[config.mk]
export PLATFORM = sky130hd
export DESIGN_NAME = three_sum_zero_two_pointer
export DESIGN_NICKNAME = d
export VERILOG_FILES = /design/src/hdl/tszp_pkg.sv /design/src/hdl/three_sum_zero_two_pointer.sv
export VERILOG_INCLUDE_DIRS = /design/src /design/src/hdl
export SDC_FILE = /design/constraint.sdc
export NUM_CORES = 2
export LEC_CHECK = 0
export BUFFER_PORTS_ARGS = -buffer_cell sky130_fd_sc_hd__buf_2
export CAP_MARGIN = 20
export CORE_MARGIN = 2
export CORE_UTILIZATION = 52
export CTS_CLUSTER_SIZE = 12
export DETAILED_ROUTE_END_ITERATION = 12
export PLACE_DENSITY = 0.66
export SYNTH_ARGS = -nofsm -noshare
export SYNTH_HDL_FRONTEND = slang
export SYNTH_SLANG_ARGS = --single-unit
[constraint.sdc]
create_clock -name clock -period 4.34 [get_ports clock]
set_input_delay 0.868 -clock clock [delete_from_list [all_inputs] [get_ports clock]]
set_output_delay 0.868 -clock clock [all_outputs]
set_load 0.005 [all_outputs]
[src/hdl/three_sum_zero_two_pointer_macros.svh]
// Assertion macros for the zero-sum triplet finder.
`ifndef THREE_SUM_ZERO_TWO_POINTER_MACROS_SVH
`define THREE_SUM_ZERO_TWO_POINTER_MACROS_SVH

// Property that must hold at every rising clock edge outside reset.
`define TSZP_ASSERT_NOW(label, clk, rst, prop) \
   label: assert property (@(posedge clk) disable iff (rst) (prop)) \
      else $error("tszp assertion failed");

// Same-cycle implication.
`define TSZP_ASSERT_IMPL(label, clk, rst, ante, cons) \
   label: assert property (@(posedge clk) disable iff (rst) (ante) |-> (cons)) \
      else $error("tszp assertion failed");

// Next-cycle implication.
`define TSZP_ASSERT_NEXT(label, clk, rst, ante, cons) \
   label: assert property (@(posedge clk) disable iff (rst) (ante) |=> (cons)) \
      else $error("tszp assertion failed");

`endif

[src/hdl/tszp_pkg.sv]
// Package: sizes, microcode encoding and the microprogram of the triplet finder.
`timescale 1ns / 1ps
`default_nettype none

package tszp_pkg;

   localparam int MAX_ELEMENTS = 16;
   localparam int MAX_RESULTS  = 64;
   localparam int VALUE_WIDTH  = 16;

   localparam int IDX_W   = $clog2(MAX_ELEMENTS + 1);
   localparam int ADDR_W  = $clog2(MAX_ELEMENTS);
   localparam int RES_W   = $clog2(MAX_RESULTS + 1);
   localparam int RADDR_W = $clog2(MAX_RESULTS);
   localparam int SUM_W   = VALUE_WIDTH + 2;
   localparam int TRIP_W  = 3 * VALUE_WIDTH;
   localparam int STEP_W  = 5;

   // Microprogram step addresses
   localparam logic [STEP_W-1:0] ST_IDLE  = 5'd0;
   localparam logic [STEP_W-1:0] ST_SORT  = 5'd1;
   localparam logic [STEP_W-1:0] ST_SJ    = 5'd2;
   localparam logic [STEP_W-1:0] ST_SRD   = 5'd3;
   localparam logic [STEP_W-1:0] ST_SCMP  = 5'd4;
   localparam logic [STEP_W-1:0] ST_SWI   = 5'd5;
   localparam logic [STEP_W-1:0] ST_SWJ   = 5'd6;
   localparam logic [STEP_W-1:0] ST_SINCJ = 5'd7;
   localparam logic [STEP_W-1:0] ST_SINCI = 5'd8;
   localparam logic [STEP_W-1:0] ST_SRCH  = 5'd9;
   localparam logic [STEP_W-1:0] ST_ILOOP = 5'd10;
   localparam logic [STEP_W-1:0] ST_ISET  = 5'd11;
   localparam logic [STEP_W-1:0] ST_JK    = 5'd12;
   localparam logic [STEP_W-1:0] ST_SUM   = 5'd13;
   localparam logic [STEP_W-1:0] ST_LT    = 5'd14;
   localparam logic [STEP_W-1:0] ST_GT    = 5'd15;
   localparam logic [STEP_W-1:0] ST_REC   = 5'd16;
   localparam logic [STEP_W-1:0] ST_DJ    = 5'd17;
   localparam logic [STEP_W-1:0] ST_DJC   = 5'd18;
   localparam logic [STEP_W-1:0] ST_DJI   = 5'd19;
   localparam logic [STEP_W-1:0] ST_DK    = 5'd20;
   localparam logic [STEP_W-1:0] ST_DKC   = 5'd21;
   localparam logic [STEP_W-1:0] ST_DKD   = 5'd22;
   localparam logic [STEP_W-1:0] ST_JINC  = 5'd23;
   localparam logic [STEP_W-1:0] ST_KDEC  = 5'd24;
   localparam logic [STEP_W-1:0] ST_NEXTI = 5'd25;
   localparam logic [STEP_W-1:0] ST_EMIT  = 5'd26;
   localparam logic [STEP_W-1:0] ST_EWAIT = 5'd27;
   localparam logic [STEP_W-1:0] ST_ESHOW = 5'd28;
   localparam logic [STEP_W-1:0] ST_END   = 5'd29;
   localparam logic [STEP_W-1:0] ST_NWAIT = 5'd30;
   localparam logic [STEP_W-1:0] ST_NSHOW = 5'd31;

   typedef enum logic [4:0] {
      ACT_NONE,
      ACT_SORT_INIT,
      ACT_SET_J,
      ACT_RD_IJ,
      ACT_WR_I,
      ACT_WR_J,
      ACT_INC_J,
      ACT_INC_I,
      ACT_CLR_I,
      ACT_RD_IPREV,
      ACT_SET_JK,
      ACT_RD_JK,
      ACT_SUM,
      ACT_RECORD,
      ACT_RD_J,
      ACT_RD_K,
      ACT_DEC_K,
      ACT_CLR_R,
      ACT_RD_T,
      ACT_SHOW_T,
      ACT_SHOW_NONE,
      ACT_END_RUN
   } act_type;

   typedef enum logic [3:0] {
      C_NEVER,
      C_ALWAYS,
      C_WAIT,
      C_I1_GE_N,
      C_B_GE_A,
      C_J1_LT_N,
      C_I2_GE_N,
      C_DUP,
      C_J_GE_K,
      C_S_LT0,
      C_S_GT0,
      C_A_NE_VJ,
      C_B_NE_VK,
      C_KEPT0,
      C_OUT_BUSY,
      C_R_NOT_LAST
   } cond_type;

   // One control word: jump to target when cond holds, else fall through.
   typedef struct packed {
      logic                ready;
      act_type             act;
      cond_type            cond;
      logic [STEP_W-1:0]   target;
   } ucode_type;

   function automatic ucode_type ucode(input logic [STEP_W-1:0] step);
      ucode_type w;
      w = '{1'b0, ACT_NONE, C_ALWAYS, ST_IDLE};
      case (step)
         ST_IDLE:  w = '{1'b1, ACT_NONE,      C_WAIT,       ST_IDLE};
         // exchange sort
         ST_SORT:  w = '{1'b0, ACT_SORT_INIT, C_NEVER,      ST_IDLE};
         ST_SJ:    w = '{1'b0, ACT_SET_J,     C_I1_GE_N,    ST_SRCH};
         ST_SRD:   w = '{1'b0, ACT_RD_IJ,     C_NEVER,      ST_IDLE};
         ST_SCMP:  w = '{1'b0, ACT_NONE,      C_B_GE_A,     ST_SINCJ};
         ST_SWI:   w = '{1'b0, ACT_WR_I,      C_NEVER,      ST_IDLE};
         ST_SWJ:   w = '{1'b0, ACT_WR_J,      C_NEVER,      ST_IDLE};
         ST_SINCJ: w = '{1'b0, ACT_INC_J,     C_J1_LT_N,    ST_SRD};
         ST_SINCI: w = '{1'b0, ACT_INC_I,     C_ALWAYS,     ST_SJ};
         // two-pointer scan
         ST_SRCH:  w = '{1'b0, ACT_CLR_I,     C_NEVER,      ST_IDLE};
         ST_ILOOP: w = '{1'b0, ACT_RD_IPREV,  C_I2_GE_N,    ST_EMIT};
         ST_ISET:  w = '{1'b0, ACT_SET_JK,    C_DUP,        ST_NEXTI};
         ST_JK:    w = '{1'b0, ACT_RD_JK,     C_J_GE_K,     ST_NEXTI};
         ST_SUM:   w = '{1'b0, ACT_SUM,       C_NEVER,      ST_IDLE};
         ST_LT:    w = '{1'b0, ACT_NONE,      C_S_LT0,      ST_JINC};
         ST_GT:    w = '{1'b0, ACT_NONE,      C_S_GT0,      ST_KDEC};
         ST_REC:   w = '{1'b0, ACT_RECORD,    C_NEVER,      ST_IDLE};
         ST_DJ:    w = '{1'b0, ACT_RD_J,      C_J_GE_K,     ST_JK};
         ST_DJC:   w = '{1'b0, ACT_NONE,      C_A_NE_VJ,    ST_DK};
         ST_DJI:   w = '{1'b0, ACT_INC_J,     C_ALWAYS,     ST_DJ};
         ST_DK:    w = '{1'b0, ACT_RD_K,      C_J_GE_K,     ST_JK};
         ST_DKC:   w = '{1'b0, ACT_NONE,      C_B_NE_VK,    ST_JK};
         ST_DKD:   w = '{1'b0, ACT_DEC_K,     C_ALWAYS,     ST_DK};
         ST_JINC:  w = '{1'b0, ACT_INC_J,     C_ALWAYS,     ST_JK};
         ST_KDEC:  w = '{1'b0, ACT_DEC_K,     C_ALWAYS,     ST_JK};
         ST_NEXTI: w = '{1'b0, ACT_INC_I,     C_ALWAYS,     ST_ILOOP};
         // result emission
         ST_EMIT:  w = '{1'b0, ACT_CLR_R,     C_KEPT0,      ST_NWAIT};
         ST_EWAIT: w = '{1'b0, ACT_RD_T,      C_OUT_BUSY,   ST_EWAIT};
         ST_ESHOW: w = '{1'b0, ACT_SHOW_T,    C_R_NOT_LAST, ST_EWAIT};
         ST_END:   w = '{1'b0, ACT_END_RUN,   C_ALWAYS,     ST_IDLE};
         ST_NWAIT: w = '{1'b0, ACT_NONE,      C_OUT_BUSY,   ST_NWAIT};
         ST_NSHOW: w = '{1'b0, ACT_SHOW_NONE, C_ALWAYS,     ST_END};
         default:  w = '{1'b0, ACT_NONE,      C_ALWAYS,     ST_IDLE};
      endcase
      return w;
   endfunction

endpackage

`default_nettype wire

[src/hdl/three_sum_zero_two_pointer.sv]
// Zero-sum triplet finder: microcoded sort and two-pointer scan over a small element store.
//
// Input stream (req_*): one signed element per transfer in req_tdata; req_tlast marks
// the final element of a run. Up to 16 elements are kept; more are dropped and the run
// is flagged truncated. Elements load at one per cycle while the sequencer is idle.
// After the last transfer req_tready stays low until the run's final result has been
// loaded into the output register.
// The element store is sorted (exchange sort), then scanned with two pointers (at most
// about n*n/2 pointer steps, with duplicates skipped after each match). Both phases
// are bound by the two read ports of the element store, which the microprogram uses
// once per compare.
// Output stream (rsp_*): one transfer per distinct zero-sum triplet, ascending, in
// lexicographic order, rsp_tlast on the final one. Up to 64 triplets are buffered; the
// rest are dropped and flag truncated. With no triplet a single transfer with found
// clear and rsp_tlast set is sent.
// A stalled receiver holds the result register; the sequencer waits for it to drain.
// Reset clears the element and result counts, flags, output valid and sequencer; stored values are not cleared.
`timescale 1ns / 1ps
`default_nettype none

module three_sum_zero_two_pointer (
   input  wire logic                            clock,
   input  wire logic                            reset,
   input  wire logic                            req_tvalid,
   output logic                                 req_tready,
   input  wire logic [15:0]                     req_tdata,   // [15:0] element_value
   input  wire logic                            req_tlast,   // last_element
   output logic                                 rsp_tvalid,
   input  wire logic                            rsp_tready,
   output logic [3*tszp_pkg::VALUE_WIDTH-1:0]   rsp_tdata,   // first, second, third value
   output logic                                 rsp_tlast,   // last_result
   output logic [1:0]                           rsp_tuser    // [0] found, [1] truncated
);
   import tszp_pkg::*;

   ucode_type ctl;
   logic      accept;
   logic      cond_true;

   logic [STEP_W-1:0]  step_ff, step_in;
   logic [IDX_W-1:0]   cnt_ff, cnt_in;
   logic               ovf_ff, ovf_in;
   logic [IDX_W-1:0]   i_ff, i_in;
   logic [IDX_W-1:0]   j_ff, j_in;
   logic [IDX_W-1:0]   k_ff, k_in;
   logic signed [VALUE_WIDTH-1:0] a_ff, a_in;
   logic signed [VALUE_WIDTH-1:0] vj_ff, vj_in;
   logic signed [VALUE_WIDTH-1:0] vk_ff, vk_in;
   logic signed [SUM_W-1:0]       sum_ff, sum_in;
   logic [RES_W-1:0]   kept_ff, kept_in;
   logic               over_ff, over_in;
   logic [RADDR_W-1:0] r_ff, r_in;

   logic               rsp_valid_ff, rsp_valid_in;
   logic [TRIP_W-1:0]  rsp_data_ff, rsp_data_in;
   logic               rsp_last_ff, rsp_last_in;
   logic               rsp_found_ff, rsp_found_in;
   logic               rsp_trunc_ff, rsp_trunc_in;

   // element store: one write port, two registered read ports
   logic signed [VALUE_WIDTH-1:0] store_ff [MAX_ELEMENTS];
   logic signed [VALUE_WIDTH-1:0] rda_ff, rdb_ff;
   logic                          st_we, rda_en, rdb_en;
   logic [ADDR_W-1:0]             st_wa, st_ra, st_rb;
   logic signed [VALUE_WIDTH-1:0] st_wd;

   // triplet buffer
   logic [TRIP_W-1:0]  trip_ff [MAX_RESULTS];
   logic [TRIP_W-1:0]  trip_rd_ff;
   logic               tr_we, tr_re;

   logic [IDX_W:0]     i_ext, j_ext, n_ext;
   logic               kept_room;
   logic               r_is_last;
   logic               showing;
   logic               counts_ok;

   assign ctl        = ucode(step_ff);
   assign req_tready = ctl.ready;
   assign accept     = req_tvalid & req_tready;

   assign i_ext     = {1'b0, i_ff};
   assign j_ext     = {1'b0, j_ff};
   assign n_ext     = {1'b0, cnt_ff};
   assign kept_room = kept_ff < RES_W'(MAX_RESULTS);
   assign r_is_last = (RES_W'(r_ff) + RES_W'(1)) == kept_ff;

   // branch condition
   always_comb begin
      case (ctl.cond)
         C_NEVER:      cond_true = 1'b0;
         C_ALWAYS:     cond_true = 1'b1;
         C_WAIT:       cond_true = !(accept && req_tlast);
         C_I1_GE_N:    cond_true = (i_ext + (IDX_W+1)'(1)) >= n_ext;
         C_B_GE_A:     cond_true = rdb_ff >= rda_ff;
         C_J1_LT_N:    cond_true = (j_ext + (IDX_W+1)'(1)) < n_ext;
         C_I2_GE_N:    cond_true = (i_ext + (IDX_W+1)'(2)) >= n_ext;
         C_DUP:        cond_true = (i_ff != '0) && (rda_ff == rdb_ff);
         C_J_GE_K:     cond_true = j_ff >= k_ff;
         C_S_LT0:      cond_true = sum_ff[SUM_W-1];
         C_S_GT0:      cond_true = !sum_ff[SUM_W-1] && (sum_ff != '0);
         C_A_NE_VJ:    cond_true = rda_ff != vj_ff;
         C_B_NE_VK:    cond_true = rdb_ff != vk_ff;
         C_KEPT0:      cond_true = kept_ff == '0;
         C_OUT_BUSY:   cond_true = rsp_valid_ff && !rsp_tready;
         C_R_NOT_LAST: cond_true = !r_is_last;
         default:      cond_true = 1'b0;
      endcase
   end

   // step counter
   always_comb begin
      if (cond_true) begin
         step_in = ctl.target;
      end else begin
         step_in = step_ff + STEP_W'(1);
      end
   end

   // datapath controls and next values
   always_comb begin
      cnt_in  = cnt_ff;
      ovf_in  = ovf_ff;
      i_in    = i_ff;
      j_in    = j_ff;
      k_in    = k_ff;
      a_in    = a_ff;
      vj_in   = vj_ff;
      vk_in   = vk_ff;
      sum_in  = sum_ff;
      kept_in = kept_ff;
      over_in = over_ff;
      r_in    = r_ff;
      st_we   = 1'b0;
      st_wa   = cnt_ff[ADDR_W-1:0];
      st_wd   = req_tdata[VALUE_WIDTH-1:0];
      st_ra   = i_ff[ADDR_W-1:0];
      st_rb   = j_ff[ADDR_W-1:0];
      rda_en  = 1'b0;
      rdb_en  = 1'b0;
      tr_we   = 1'b0;
      tr_re   = 1'b0;

      rsp_valid_in = rsp_valid_ff & ~rsp_tready;
      rsp_data_in  = rsp_data_ff;
      rsp_last_in  = rsp_last_ff;
      rsp_found_in = rsp_found_ff;
      rsp_trunc_in = rsp_trunc_ff;

      if (accept) begin
         if (cnt_ff < IDX_W'(MAX_ELEMENTS)) begin
            st_we  = 1'b1;
            cnt_in = cnt_ff + IDX_W'(1);
         end else begin
            ovf_in = 1'b1;
         end
      end

      case (ctl.act)
         ACT_SORT_INIT: begin
            i_in    = '0;
            kept_in = '0;
            over_in = 1'b0;
         end
         ACT_SET_J: j_in = i_ff + IDX_W'(1);
         ACT_RD_IJ: begin
            rda_en = 1'b1;
            rdb_en = 1'b1;
         end
         ACT_WR_I: begin
            st_we = 1'b1;
            st_wa = i_ff[ADDR_W-1:0];
            st_wd = rdb_ff;
         end
         ACT_WR_J: begin
            st_we = 1'b1;
            st_wa = j_ff[ADDR_W-1:0];
            st_wd = rda_ff;
         end
         ACT_INC_J: j_in = j_ff + IDX_W'(1);
         ACT_INC_I: i_in = i_ff + IDX_W'(1);
         ACT_CLR_I: i_in = '0;
         ACT_RD_IPREV: begin
            // v[i] on port A, v[i-1] on port B for the duplicate check
            st_rb  = i_ff[ADDR_W-1:0] - ADDR_W'(1);
            rda_en = 1'b1;
            rdb_en = 1'b1;
         end
         ACT_SET_JK: begin
            a_in = rda_ff;
            j_in = i_ff + IDX_W'(1);
            k_in = cnt_ff - IDX_W'(1);
         end
         ACT_RD_JK: begin
            st_ra  = j_ff[ADDR_W-1:0];
            st_rb  = k_ff[ADDR_W-1:0];
            rda_en = 1'b1;
            rdb_en = 1'b1;
         end
         ACT_SUM: sum_in = SUM_W'(a_ff) + SUM_W'(rda_ff) + SUM_W'(rdb_ff);
         ACT_RECORD: begin
            vj_in = rda_ff;
            vk_in = rdb_ff;
            j_in  = j_ff + IDX_W'(1);
            k_in  = k_ff - IDX_W'(1);
            if (kept_room) begin
               tr_we   = 1'b1;
               kept_in = kept_ff + RES_W'(1);
            end else begin
               over_in = 1'b1;
            end
         end
         ACT_RD_J: begin
            st_ra  = j_ff[ADDR_W-1:0];
            rda_en = 1'b1;
         end
         ACT_RD_K: begin
            st_rb  = k_ff[ADDR_W-1:0];
            rdb_en = 1'b1;
         end
         ACT_DEC_K: k_in = k_ff - IDX_W'(1);
         ACT_CLR_R: r_in = '0;
         ACT_RD_T:  tr_re = 1'b1;
         ACT_SHOW_T: begin
            rsp_valid_in = 1'b1;
            rsp_data_in  = trip_rd_ff;
            rsp_found_in = 1'b1;
            rsp_last_in  = r_is_last;
            rsp_trunc_in = ovf_ff | over_ff;
            r_in         = r_ff + RADDR_W'(1);
         end
         ACT_SHOW_NONE: begin
            rsp_valid_in = 1'b1;
            rsp_data_in  = '0;
            rsp_found_in = 1'b0;
            rsp_last_in  = 1'b1;
            rsp_trunc_in = ovf_ff | over_ff;
         end
         ACT_END_RUN: begin
            cnt_in = '0;
            ovf_in = 1'b0;
         end
         default: begin
         end
      endcase
   end

   // element store
   always_ff @(posedge clock) begin
      if (st_we) begin
         store_ff[st_wa] <= st_wd;
      end
      if (rda_en) begin
         rda_ff <= store_ff[st_ra];
      end
      if (rdb_en) begin
         rdb_ff <= store_ff[st_rb];
      end
   end

   // triplet buffer, entries held as {third, second, first}
   always_ff @(posedge clock) begin
      if (tr_we) begin
         trip_ff[kept_ff[RADDR_W-1:0]] <= {rdb_ff, rda_ff, a_ff};
      end
      if (tr_re) begin
         trip_rd_ff <= trip_ff[r_ff];
      end
   end

   always_ff @(posedge clock) begin
      if (reset) begin
         step_ff      <= ST_IDLE;
         cnt_ff       <= '0;
         ovf_ff       <= 1'b0;
         kept_ff      <= '0;
         over_ff      <= 1'b0;
         rsp_valid_ff <= 1'b0;
      end else begin
         step_ff      <= step_in;
         cnt_ff       <= cnt_in;
         ovf_ff       <= ovf_in;
         kept_ff      <= kept_in;
         over_ff      <= over_in;
         rsp_valid_ff <= rsp_valid_in;
      end
   end

   always_ff @(posedge clock) begin
      i_ff         <= i_in;
      j_ff         <= j_in;
      k_ff         <= k_in;
      a_ff         <= a_in;
      vj_ff        <= vj_in;
      vk_ff        <= vk_in;
      sum_ff       <= sum_in;
      r_ff         <= r_in;
      rsp_data_ff  <= rsp_data_in;
      rsp_last_ff  <= rsp_last_in;
      rsp_found_ff <= rsp_found_in;
      rsp_trunc_ff <= rsp_trunc_in;
   end

   assign rsp_tvalid = rsp_valid_ff;
   assign rsp_tdata  = rsp_data_ff;
   assign rsp_tlast  = rsp_last_ff;
   assign rsp_tuser  = {rsp_trunc_ff, rsp_found_ff};

   assign showing   = (ctl.act == ACT_SHOW_T) || (ctl.act == ACT_SHOW_NONE);
   assign counts_ok = (kept_ff <= RES_W'(MAX_RESULTS)) && (cnt_ff <= IDX_W'(MAX_ELEMENTS));

`include "three_sum_zero_two_pointer_macros.svh"

   `TSZP_ASSERT_IMPL(a_show_into_free_reg, clock, reset, showing, !rsp_valid_ff)
   `TSZP_ASSERT_NEXT(a_last_starts_sort, clock, reset, accept && req_tlast, step_ff == ST_SORT)
   `TSZP_ASSERT_NOW(a_counts_in_range, clock, reset, counts_ok)

endmodule

`default_nettype wire
==> results.md <==
* Synthesized cell area at 142000 um2
* Root Buffer: clkbuf_16
* Worst EP arrival at 4860 ps
* DIE HEIGHT at 526 um
* Hold depth at 3
* CTS buffer count at 367
* Pwr per Cell Area at 448 nW/um2
* Io pins at 74
* GRT Total Usage at 28.1%
* Nets at 7699
* Critical path class: reg -> reg
* R2R Path Start: i_ff[3]$_SDFFCE_PP0P_
* Critical Path End Type: register
* Clock skew at 68.9 ps
* Critical hold path startpoint: req_tvalid
* Post-cts resize count at 0
* Sequential Area at roughly 110000 um2
* Final Hold Viols at 0
* Core area at 271000 um2
* CTS hold repair buffers at 0
* Dpl hpwl at 206000 um
* Via density at 6.67
* Hold endpoint: ovf_ff$_SDFFE_PP0P_
* First-pass GRT wire length at between 500000 and 600000 um
* CP startpoint: i_ff[3]$_SDFFCE_PP0P_
* Outcome: completed
* Setup_tns at 0 ps
* Fraction of registers with async set/reset at 0%
* Detailed Route WL at 393000 um
* Most common cell after layout, fill and taps aside: edfxtp_1
* Antenna violations before repair at 21
* Pin count of the biggest net entering global routing at roughly 140
* GPL Wtd Cong at 0.829
* Die W at 526 um
* Post-CTS setup buffers at 0
* Clock tree buffer depth at 4
* # setup viols final at 0
* Grt total ovfl at 0
* Number of cells on the worst reg-to-reg path at 18
* Crit-path max cell delay at 660 ps
* Avg WL per Cell at 34.5 um
* Max-slew headroom at ~28%
* R2R Path End: ctl[1]$_DFF_P_
* Share of the yosys chip area belonging to registers at 75.5%
* Initial DRC count at 10097
* Layout cells sized above 1 at 21.5%
* Clock sink count at 3581
* Post-Synthesis Cells at 7242
* Unrepaired setup endpoints after global routing: no
* Antenna viol nets, final at 0
* Static leakage at 48.6 nW
* Mean Syn Cell Area at 19.6 um2
* MaxCap Viol Count at 0
* Period utilization at 93.5%
* Area Growth Syn to Fin at 13.1%
* Worst hold path class: in -> reg
* Dpl cells at 10790
* Tmin final at 4060 ps
* Netlist cell types at between 70 and 80
* Synth Register Bits at between 3000 and 4000
* Clk slew on worst S/H paths at 50 ps
* EDFF count, synth at 3546
* Vias in the first global route at 74592
* # rows at 191
* Worst-Margin Slew at 1080 ps
* Worst Path Max Fanout at 10
* Vias at around 76000
* Most frequent cells in the layout: edfxtp_1 (3546), mux4_2 (708), nand2_1 (418), mux2i_1 (384), clkbuf_16 (375)
* CTS tree: done
* Fill count at 19188
* Cell Chain, Critical Path: nand3_1 -> xnor2_1 -> ha_1 -> nand2_1 -> nand2_1 -> a31oi_1 -> o32ai_1 -> nor4b_2 -> o211ai_1 -> or2_1 -> mux2i_1 -> nor2_2 -> buf_4 -> ha_1 -> inv_1 -> a211oi_1 -> a211oi_1 -> a21oi_1
* Max Slew Vio Count at 0
* Syn Nets at 7352
* Area occupied by multi-input gates at 33500 um2
* Ys flop type: edfxtp_1
* Clk_lat worst skew at 950 ps
* IO Port Bufs at 73
* H-tree levels at 5
* Final std cells w/o fill at 11393
* Drt drc at 0
* Initial Util at a little over half
* Worst Path Required at approximately 5100 ps
* Pre-antenna DRT Iters at 6
* Peak VDD IR at 0.326 mV
* Die ar. at 277000 um2
* Flop-to-flop setup slack at 280 ps
* Crit-path slowest cell: edfxtp_1
* Fmax at 246 MHz
* Yosys warns at 0
* Crit start category: register
[flip-flops by register name (all words and copies together) (netlist names), 18 cells and up]
register,flops
trip_ff,3072
trip_rd_ff,48
store_ff,256
rsp_tdata,48
sum_ff,18
[kinds of logic (layout without fill, tap and decap cells)]
| kind of cell | count (synthesis) | count (layout) | share of synthesized area (%) |
|---|---|---|---|
| flops | 3581 | 3581 | 75.5 |
| mux | 1100 | 1100 | 14.0 |
| compound gates | 990 | 990 | 4.78 |
| simple gates | 901 | 901 | 2.94 |
| buf+inv | 502 | 1073 | 1.38 |
| fa+ha+maj | 89 | 89 | 0.874 |
| xor+xnor | 79 | 79 | 0.487 |
| other cells | 0 | 10 | 0 |
[critical path, delay by kind of cell (launching register included)]
kind / cells / cell delay, ps
compound gates: 6 / 980
mux: 1 / 240
flops: 1 / 660
xor+xnor: 1 / 160
buf+inv: 2 / 350
fa+ha+maj: 2 / 570
simple gates: 6 / 940
[power breakdown]
part           total, W  switching [W]  internal [W]
logic           0.00421        0.00282       0.00139
clock network    0.0293         0.0128        0.0165
registers        0.0383       0.000172        0.0381
[worst max path at each step]
stage / slack, ps / cells past startpoint / endpoint
floorplan: 30 / 17 / ctl[10]$_DFF_P_
global route: 0.4 / 18 / ctl[2]$_DFF_P_
CTS: 260 / 19 / ctl[6]$_DFF_P_
detailed placement: 270 / 19 / ctl[6]$_DFF_P_
finish: 280 / 18 / ctl[1]$_DFF_P_
global placement: 240 / 19 / ctl[6]$_DFF_P_
[layout make-up]
class / instances / share of cell area (%)
multi-input combinational: 3159 / 20.9
antenna: 10 / 0.0156
tap: 3570 / 2.78
clock inverter: 118 / 0.707
timing repair buffer: 413 / 2.63
clock buffer: 475 / 6.10
sequential: 3581 / 66.7
inverter: 67 / 0.162
[synth_stat cells, types with 60 or more instances]
library cell	n	area (um2)
a211oi_1	169	1270
a21oi_1	227	1140
a311oi_1	65	569
a31oi_1	71	444
and2_1	179	1120
buf_1	86	323
clkbuf_1	301	1130
edfxtp_1	3546	106000
ha_1	72	901
inv_1	64	240
mux2i_1	387	3870
mux4_2	708	15900
nand2_1	420	1580
nor2_1	164	616
o21ai_0	75	375
o221ai_1	185	1620
o22ai_1	120	751
xnor2_1	60	526
[metal layers]
layer,vias up,global-route usage (%),share of wire (%),wire [um]
li1,30606,-,-,-
met1,40205,39.8,39,153000
met2,4338,44.7,48,188000
met3,814,4.76,9.8,38500
met4,6,9.63,3.6,14300
met5,-,0,0.011,43
[per-stage QoR]
stage	util [%]	total power [W]	cell area (um2)	hold slack [ps]	setup slack [ps]
final	59.2	0.0719	161000	231	282
after global routing	59.2	0.0739	161000	242	0.413
after CTS	59.2	0.0722	161000	178	259
after detailed placement	55.2	0.0432	150000	458	274
after global placement	55.2	0.0431	150000	444	240
after floorplan	-	0.0416	142000	429	25.8
No activity file was read; power rests on OpenSTA's default activity.
